[src/design/assert_macros.svh]
// Assertion macros for the RTL files.
`ifndef ASSERT_MACROS_SVH
`define ASSERT_MACROS_SVH
`ifndef SYNTHESIS
// Antecedent implies consequent in the same cycle.
`define ASSERT_IMPLIES(label, clk, rst_n, ante, cons) \
	label: assert property (@(posedge clk) disable iff (!rst_n) (ante) |-> (cons)) \
		else $error("assertion failed: same-cycle implication");
// Antecedent implies consequent in the next cycle.
`define ASSERT_NEXT(label, clk, rst_n, ante, cons) \
	label: assert property (@(posedge clk) disable iff (!rst_n) (ante) |=> (cons)) \
		else $error("assertion failed: next-cycle implication");
`else
`define ASSERT_IMPLIES(label, clk, rst_n, ante, cons)
`define ASSERT_NEXT(label, clk, rst_n, ante, cons)
`endif
`endif

[src/design/dcc_tse_pkg.sv]
// Types and constants of the DCC track signal encoder.
`timescale 1ns / 1ps
`default_nettype none
package dcc_tse_pkg;

	// Configuration port
	localparam int ADDR_W = 4;
	localparam int DATA_W = 32;

	localparam logic [1:0] REG_SHORT_HALF    = 2'd0;
	localparam logic [1:0] REG_LONG_HALF     = 2'd1;
	localparam logic [1:0] REG_PREAMBLE_LEN  = 2'd2;

	localparam logic [7:0] SHORT_HALF_RST    = 8'd115;
	localparam logic [7:0] LONG_HALF_RST     = 8'd199;
	localparam logic [7:0] PREAMBLE_LEN_RST  = 8'd17;
	localparam logic [7:0] PREAMBLE_MIN      = 8'd3;

	// Item kinds
	localparam logic KIND_TICK = 1'b0;
	localparam logic KIND_LOAD = 1'b1;

	typedef struct packed {
		logic       kind;
		logic [7:0] byte_value;
		logic       byte_last;
	} item_t;

	typedef struct packed {
		logic [7:0] timer_compare;
		logic       track_level;
		logic       request_packet;
		logic       packet_taken;
		logic       packet_repeated;
		logic       load_overflow;
	} result_t;

endpackage
`default_nettype wire

[src/design/dcc_track_signal_encoder.sv]
// DCC track signal encoder: packet staging, bit framing and half-period timing.
//
//  channel   direction  handshake                 payload
//  item      in         item_valid / item_stall   item   (kind, byte_value, byte_last)
//  result    out        result_valid / result_stall  result (timer, level, flags)
//  config    in         APB psel/penable/pwrite   paddr, pwdata, prdata (8-bit regs)
//
//  One transaction per cycle while item_stall is low; its result sits in the output register in the next cycle.
//  item_stall rises only while a result is held and result_stall is high.
//  Packet bytes live in a two-bank RAM (2 x PACKET_MAX_BYTES); the active byte is
//  prefetched into a read register, always settled before the tick that uses it.
//  Reset clears all control state; the RAM is not cleared (only written bytes are read).
`timescale 1ns / 1ps
`default_nettype none
`include "assert_macros.svh"
module dcc_track_signal_encoder #(
	parameter int PACKET_MAX_BYTES = 8
) (
	input  wire                              clk,
	input  wire                              arst_n,
	// item channel
	input  wire                              item_valid,
	output logic                             item_stall,
	input  dcc_tse_pkg::item_t               item,
	// result channel
	output logic                             result_valid,
	input  wire                              result_stall,
	output dcc_tse_pkg::result_t             result,
	// APB configuration
	input  wire                              psel,
	input  wire                              penable,
	input  wire                              pwrite,
	input  wire [dcc_tse_pkg::ADDR_W-1:0]    paddr,
	input  wire [dcc_tse_pkg::DATA_W-1:0]    pwdata,
	output logic [dcc_tse_pkg::DATA_W-1:0]   prdata,
	output logic                             pready
);
	import dcc_tse_pkg::*;

	// Widths that follow from the packet size
	localparam int DEPTH = 2 * PACKET_MAX_BYTES;
	localparam int AW    = (DEPTH > 1) ? $clog2(DEPTH) : 1;
	localparam int CW    = $clog2(PACKET_MAX_BYTES + 1);   // byte counts 0..max
	localparam int BW    = $clog2(8 * PACKET_MAX_BYTES + 1); // bit position
	localparam int IW    = BW - 3;                          // byte index
	localparam logic [CW-1:0] MAX_CNT = CW'(PACKET_MAX_BYTES);
	localparam logic [AW-1:0] BANK1_BASE = AW'(PACKET_MAX_BYTES);

	// Frame phase codes
	localparam logic [1:0] PH_PREAMBLE = 2'd0;
	localparam logic [1:0] PH_START    = 2'd1;
	localparam logic [1:0] PH_DATA     = 2'd2;

	// Configuration registers
	logic [7:0] short_half_q, long_half_q, preamble_len_q;
	logic       cfg_wr;
	logic [1:0] cfg_idx;

	// Encoder state
	logic          bank_q;
	logic [CW-1:0] active_len_q;
	logic [CW-1:0] staged_cnt_q;
	logic          staged_ready_q;
	logic [BW-1:0] bit_pos_q;
	logic [7:0]    pre_cnt_q;
	logic [1:0]    phase_q;
	logic          pending_bit_q;
	logic          second_half_q;
	logic          level_q;

	// Next-state values
	logic          bank_d;
	logic [CW-1:0] active_len_d;
	logic [CW-1:0] staged_cnt_d;
	logic          staged_ready_d;
	logic [BW-1:0] bit_pos_d;
	logic [7:0]    pre_cnt_d;
	logic [1:0]    phase_d;
	logic          pending_bit_d;
	logic          second_half_d;
	logic          level_d;
	result_t       res_d;

	// Packet RAM
	logic [7:0]    pkt_mem [DEPTH];
	logic [7:0]    rd_byte_q;
	logic [AW-1:0] wr_addr, rd_addr;
	logic          wr_en;
	logic [CW-1:0] cnt_base;
	logic [IW-1:0] byte_idx;
	logic          last_byte;

	// Output register
	logic    result_valid_q;
	result_t result_q;
	logic    item_acc;

	logic [7:0] eff_len;

	// ---------------------------------------------------------------
	// APB: writes land on the access phase, reads are plain muxes
	// ---------------------------------------------------------------
	assign pready  = 1'b1;
	assign cfg_idx = paddr[3:2];
	assign cfg_wr  = psel & penable & pwrite & pready;

	always_ff @(posedge clk or negedge arst_n) begin
		if (!arst_n) begin
			short_half_q   <= SHORT_HALF_RST;
			long_half_q    <= LONG_HALF_RST;
			preamble_len_q <= PREAMBLE_LEN_RST;
		end else if (cfg_wr) begin
			unique case (cfg_idx)
				REG_SHORT_HALF:   short_half_q   <= pwdata[7:0];
				REG_LONG_HALF:    long_half_q    <= pwdata[7:0];
				REG_PREAMBLE_LEN: preamble_len_q <= pwdata[7:0];
				default: ;  // unmapped address, write dropped
			endcase
		end
	end

	always_comb begin
		prdata = '0;
		unique case (cfg_idx)
			REG_SHORT_HALF:   prdata[7:0] = short_half_q;
			REG_LONG_HALF:    prdata[7:0] = long_half_q;
			REG_PREAMBLE_LEN: prdata[7:0] = preamble_len_q;
			default:          prdata      = '0;
		endcase
	end

	// ---------------------------------------------------------------
	// Handshake: one-deep output register
	// ---------------------------------------------------------------
	assign item_stall   = result_valid_q & result_stall;
	assign item_acc     = item_valid & ~item_stall;
	assign result_valid = result_valid_q;
	assign result       = result_q;

	// ---------------------------------------------------------------
	// Address and helper terms
	// ---------------------------------------------------------------
	// A load after a completed packet restarts staging from byte zero.
	assign cnt_base = staged_ready_q ? '0 : staged_cnt_q;
	// Loads always target the spare bank.
	assign wr_addr  = bank_q ? AW'(cnt_base) : BANK1_BASE + AW'(cnt_base);
	assign byte_idx = bit_pos_q[BW-1:3];
	assign rd_addr  = bank_q ? BANK1_BASE + AW'(byte_idx) : AW'(byte_idx);
	assign last_byte = ((CW+1)'(byte_idx) + (CW+1)'(1)) >= (CW+1)'(active_len_q);
	// Short preamble settings clamp to the minimum.
	assign eff_len  = (preamble_len_q < PREAMBLE_MIN) ? PREAMBLE_MIN : preamble_len_q;

	// ---------------------------------------------------------------
	// Next state and result for the incoming transaction
	// ---------------------------------------------------------------
	always_comb begin
		logic [CW-1:0] new_len;
		new_len        = active_len_q;
		res_d          = '0;
		res_d.track_level = level_q;
		wr_en          = 1'b0;
		bank_d         = bank_q;
		active_len_d   = active_len_q;
		staged_cnt_d   = staged_cnt_q;
		staged_ready_d = staged_ready_q;
		bit_pos_d      = bit_pos_q;
		pre_cnt_d      = pre_cnt_q;
		phase_d        = phase_q;
		pending_bit_d  = pending_bit_q;
		second_half_d  = second_half_q;
		level_d        = level_q;

		if (item.kind == KIND_LOAD) begin
			staged_cnt_d = cnt_base;
			if (cnt_base < MAX_CNT) begin
				wr_en        = 1'b1;
				staged_cnt_d = cnt_base + CW'(1);
			end else begin
				res_d.load_overflow = 1'b1;
			end
			// byte_last completes the packet even if this byte was dropped
			staged_ready_d = item.byte_last & (staged_cnt_d != '0);
		end else begin
			// timer length comes from the bit decided one period earlier
			res_d.timer_compare = pending_bit_q ? short_half_q : long_half_q;
			level_d             = ~level_q;
			res_d.track_level   = ~level_q;
			second_half_d       = ~second_half_q;
			if (second_half_q) begin
				unique case (phase_q)
					PH_PREAMBLE: begin
						pending_bit_d = 1'b1;
						if (pre_cnt_q == eff_len - 8'd2) begin
							res_d.request_packet = 1'b1;
							pre_cnt_d            = pre_cnt_q + 8'd1;
						end else if (pre_cnt_q >= eff_len - 8'd1) begin
							// end of preamble; also catches a lowered register
							pre_cnt_d = '0;
							if (staged_ready_q) begin
								bank_d             = ~bank_q;
								new_len            = staged_cnt_q;
								active_len_d       = staged_cnt_q;
								staged_cnt_d       = '0;
								staged_ready_d     = 1'b0;
								res_d.packet_taken = 1'b1;
							end else if (active_len_q != '0) begin
								res_d.packet_repeated = 1'b1;
							end
							// no packet at all: preamble simply restarts
							if (new_len != '0) begin
								phase_d   = PH_START;
								bit_pos_d = '0;
							end
						end else begin
							pre_cnt_d = pre_cnt_q + 8'd1;
						end
					end
					PH_START: begin
						pending_bit_d = 1'b0;
						phase_d       = PH_DATA;
					end
					default: begin
						// data bits, MSB first, from the prefetched byte
						pending_bit_d = rd_byte_q[3'd7 - bit_pos_q[2:0]];
						if (bit_pos_q[2:0] == 3'd7) begin
							phase_d = last_byte ? PH_PREAMBLE : PH_START;
						end
						bit_pos_d = bit_pos_q + BW'(1);
					end
				endcase
			end
		end
	end

	// ---------------------------------------------------------------
	// State registers
	// ---------------------------------------------------------------
	always_ff @(posedge clk or negedge arst_n) begin
		if (!arst_n) begin
			bank_q         <= 1'b0;
			active_len_q   <= '0;
			staged_cnt_q   <= '0;
			staged_ready_q <= 1'b0;
			bit_pos_q      <= '0;
			pre_cnt_q      <= '0;
			phase_q        <= PH_PREAMBLE;
			pending_bit_q  <= 1'b0;
			second_half_q  <= 1'b0;
			level_q        <= 1'b0;
			result_valid_q <= 1'b0;
		end else begin
			result_valid_q <= item_acc | (result_valid_q & result_stall);
			if (item_acc) begin
				bank_q         <= bank_d;
				active_len_q   <= active_len_d;
				staged_cnt_q   <= staged_cnt_d;
				staged_ready_q <= staged_ready_d;
				bit_pos_q      <= bit_pos_d;
				pre_cnt_q      <= pre_cnt_d;
				phase_q        <= phase_d;
				pending_bit_q  <= pending_bit_d;
				second_half_q  <= second_half_d;
				level_q        <= level_d;
			end
		end
	end

	// Result payload, no reset needed
	always_ff @(posedge clk) begin
		if (item_acc) begin
			result_q <= res_d;
		end
	end

	// ---------------------------------------------------------------
	// Packet RAM: one write port, one registered read port.
	// The read address tracks the active bank and byte; it settles
	// before the tick that decides a data bit.
	// ---------------------------------------------------------------
	always_ff @(posedge clk) begin
		if (item_acc && wr_en) begin
			pkt_mem[wr_addr] <= item.byte_value;
		end
		rd_byte_q <= pkt_mem[rd_addr];
	end

	// ---------------------------------------------------------------
	// Assertions
	// ---------------------------------------------------------------
	`ASSERT_IMPLIES(a_ready_has_bytes, clk, arst_n, staged_ready_q, staged_cnt_q != '0)
	`ASSERT_IMPLIES(a_frame_has_packet, clk, arst_n, phase_q != PH_PREAMBLE, active_len_q != '0)
	`ASSERT_IMPLIES(a_data_in_range, clk, arst_n, phase_q == PH_DATA, (CW+1)'(byte_idx) < (CW+1)'(active_len_q))
	`ASSERT_NEXT(a_tick_toggles, clk, arst_n, item_acc && item.kind == KIND_TICK, level_q != $past(level_q))
	`ASSERT_NEXT(a_result_follows, clk, arst_n, item_acc, result_valid_q)

endmodule
`default_nettype wire
[config.mk]
export PLATFORM = sky130hd
export DESIGN_NAME = dcc_track_signal_encoder
export DESIGN_NICKNAME = d
export VERILOG_FILES = /design/src/design/dcc_tse_pkg.sv /design/src/design/dcc_track_signal_encoder.sv
export VERILOG_INCLUDE_DIRS = /design/src /design/src/design
export SDC_FILE = /design/constraint.sdc
export NUM_CORES = 1
export LEC_CHECK = 0
export BUFFER_PORTS_ARGS = -buffer_cell sky130_fd_sc_hd__buf_4
export CAP_MARGIN = 20
export CORE_MARGIN = 5
export CORE_UTILIZATION = 50
export CTS_BUF_LIST = sky130_fd_sc_hd__clkbuf_4
export DETAILED_ROUTE_END_ITERATION = 8
export PLACE_DENSITY = 0.79
export SLEW_MARGIN = 15
export SYNTH_ARGS = -nofsm -noshare
export SYNTH_HDL_FRONTEND = slang
export SYNTH_SLANG_ARGS = --single-unit
[constraint.sdc]
create_clock -name clk -period 4.83 [get_ports clk]
set_input_delay 0.7245 -clock clk [delete_from_list [all_inputs] [get_ports clk]]
set_output_delay 0.7245 -clock clk [all_outputs]
set_load 0.05 [all_outputs]
==> flow_metrics.env <==
export IMPL_ant_nets=0
export IMPL_drt_first_pass_iters=5
export IMPL_synth_edf_count=141
export IMPL_cts_root_buf="clkbuf_4"
export IMPL_finalWorstSetupSlack_ns=0.997
export IMPL_cp_arrival_ns=4.32
export IMPL_totalWireLength_um=18600
export IMPL_n_antenna_cell=0
export IMPL_crit_required_ns=5.32
export IMPL_post_route_util=0.563
export IMPL_grt_pass1_vias=5975
export IMPL_cts_hold_fix_buffers=0
export IMPL_gp_congestion=0.915
export IMPL_synthDistinctLibCells=60
export IMPL_critPathMaxStageDelay_ns=0.63
export IMPL_floorplan_rows=50
export IMPL_pre_cts_ws_ns=1.05
export IMPL_total_leakage_power_nw=4.03
export IMPL_drv_slew=0
export IMPL_fmax_ghz=0.261
export IMPL_syn_instance_count=644
export IMPL_rsz0062_at_grt="no"
export IMPL_finalNetCount=788
export IMPL_crit_type="flip-flop to flip-flop"
export IMPL_drtIter0Drc=567
export IMPL_max_slew_margin_rel=0.449
export IMPL_drc=0
export IMPL_final_cell_mix="edfxtp_1 (141), clkbuf_4 (73), buf_4 (54), nor2_1 (45)"
export IMPL_cts_setup_buffers=0
export IMPL_htreeDepth=2
export IMPL_numCtsBuffers=48
export IMPL_grt_max_degree=56
export IMPL_synth_async_sr_flop_share=0.270
export IMPL_io_pins=101
export IMPL_end_kind="flip-flop"
export IMPL_cts_tree="built"
export IMPL_finalClockSkew_ns=0.0363
export IMPL_dp_cells=898
export IMPL_cts_resized=0
export IMPL_fillers=1443
export IMPL_seq_area_frac_synth=0.618
export IMPL_hold_path_class="input pin to async pin"
export IMPL_setup_violations_final=0
export IMPL_clk_path_buf_depth=3
export IMPL_path_depth=15
export IMPL_final_cells=987
export IMPL_core_area_um2=18600
export IMPL_wl_per_cell_um=18.9
export IMPL_ys_ff_latch=204
export IMPL_peakVddDrop_v=0.000249
export IMPL_start_kind="flip-flop"
export IMPL_r2r_end="bit_pos_q[5]$_DFFE_PN0P_"
export IMPL_outcome="complete, no violations"
export IMPL_worst_r2r_setup_slack_ns=1.0
export IMPL_die_h_um=147
export IMPL_cp_slowest_cell="dfstp_2"
export IMPL_path_clk_slew_ns=0.07
export IMPL_cp_max_fo=12
export IMPL_path_cells="nor3_1, and2_1, nor2_1, ha_1, nor3b_1, nand2_1, nor3_1, xnor2_1, ha_1, and4_1, a211oi_1, a21oi_2, buf_4, a21oi_1, a211o_1"
export IMPL_overflow=0
export IMPL_reg2regPathDepth=15
export IMPL_grt_antenna_before_repair=0
export IMPL_avgSynthCellArea_um2=14.5
export IMPL_cap_viol_max_count=0
export IMPL_max_slew_worst_pin_slew_ns=0.826
export IMPL_viasPerCell=5.69
export IMPL_port_buffer_count=49
export IMPL_num_vias=5612
export IMPL_setup_tns_ns=0
export IMPL_synth_ff_type="edfxtp_1"
export IMPL_path_buf_inv=1
export IMPL_die_x_um=147
export IMPL_grt_pass1_wl_um=30600
export IMPL_min_period_ns=3.83
export IMPL_grtUsageTotal=0.176
export IMPL_yosysWarnings=0
export IMPL_area_growth_pct=11.8
export IMPL_synth_area_um2=9360
export IMPL_p_per_area_nw_per_um2=437
export IMPL_timing_rr_start="preamble_len_q[4]$_DFFE_PN1P_"
export IMPL_final_hold_viol_count=0
export IMPL_dp_hpwl_um=12700
export IMPL_clkLatencyLatePin_ns=0.61
export IMPL_final_common_cell="edfxtp_1"
export IMPL_numClockSinks=204
export IMPL_fin_crit_sh=0.794
export IMPL_cpLargestDelayFamily="simple AND/OR/NAND/NOR gates"
export IMPL_start_util=0.504
export IMPL_endpoint="bit_pos_q[5]$_DFFE_PN0P_"
export IMPL_drive_gt1_frac=0.301
export IMPL_critPathLaunch="preamble_len_q[4]$_DFFE_PN1P_"
export IMPL_die_area_um2=21600
## per-stage QoR
stage	hold slack [ns]	total power, mW	instance area (um^2)
4_1_cts	0.131	4.62	10500
6_report	0.172	4.57	10500
3_5_place_dp	0.486	3.24	9840
3_3_place_gp	0.475	3.18	9830
5_1_grt	0.162	4.84	10500
2_1_floorplan	0.429	2.99	9450
## report_power, final
group,internal (mW),switching [mW],leakage [nW]
clock network,0.698,0.654,0.372
logic,0.393,0.553,1.64
registers,2.06,0.209,2.01
## synth_stat cells, types with 13 or more instances
library cell,n,area [um^2]
edfxtp_1,141,4230
mux2i_1,21,210
clkbuf_1,23,86.3
nand2_1,41,154
nor3_1,13,65.1
nor2_1,45,169
mux4_2,42,946
dfrtp_1,43,1080
buf_4,25,188
a21oi_1,18,90.1
o21ai_0,28,140
mux2_2,28,315
ha_1,21,263
## worst min path at each step
stage                        startpoint                           to  slack, ns
floorplan                        arst_n  active_len_q[0]$_DFFE_PN0P_       0.43
global placement    level_q$_DFFE_PN0P_          level_q$_DFFE_PN0P_       0.47
detailed placement  level_q$_DFFE_PN0P_          level_q$_DFFE_PN0P_       0.49
CTS                              arst_n     bit_pos_q[0]$_DFFE_PN0P_       0.13
global route                     arst_n     bit_pos_q[0]$_DFFE_PN0P_       0.16
finish                           arst_n       result_valid$_DFF_PN0_       0.17
## worst reg2reg max path, delay by kind of cell, from the launching register on
family                     cells  cell delay, ns
and+or+nand+nor                7            1.30
xor gates and xnor gates       1            0.10
DFF                            1            0.63
buffers and inverters          1            0.24
AOI/OAI and AO/OA              4            0.91
adders and majority gates      2            0.54
## sequential cells by signal, indices dropped and copies added, names as in the netlist
name / flops
pending_bit_q: 1
pkt_mem: 128
pre_cnt_q: 8
active_len_q: 4
bit_pos_q: 7
result_valid: 1
staged_cnt_q: 4
long_half_q: 8
phase_q: 2
short_half_q: 8
level_q: 1
rd_byte_q: 8
bank_q: 1
second_half_q: 1
preamble_len_q: 8
staged_ready_q: 1
result: 13
## final cells by class
cell class,instances,area (um^2),share of cell area
Sequential cell,204,5790,0.553
Multi-Input combinational cell,395,3320,0.317
Clock buffer,73,548,0.0524
Timing Repair Buffer,54,405,0.0387
Tap cell,234,293,0.0280
Clock inverter,16,72.6,0.00693
Inverter,11,41.3,0.00395
## cells by family (layout without fill, tap and decap cells)
logic type / count (synthesis) / count (layout) / share of synthesized area
DFF: 204 / 204 / 0.618
and+or+nand+nor: 156 / 156 / 0.0814
muxes: 91 / 91 / 0.157
AOI/OAI and AO/OA: 84 / 84 / 0.0589
buffers and inverters: 68 / 154 / 0.0375
adders and majority gates: 21 / 21 / 0.0281
xor gates and xnor gates: 18 / 18 / 0.0183
other: 2 / 25 / 0.000802
## layer usage
metal	share of wire	vias up	GRT usage
li1	-	2568	-
met1	0.40	2814	0.214
met2	0.53	198	0.315
met3	0.058	32	0.0370
met4	0.015	0	0.0532
met5	0	-	0
Power figures use the tool's default switching activity.
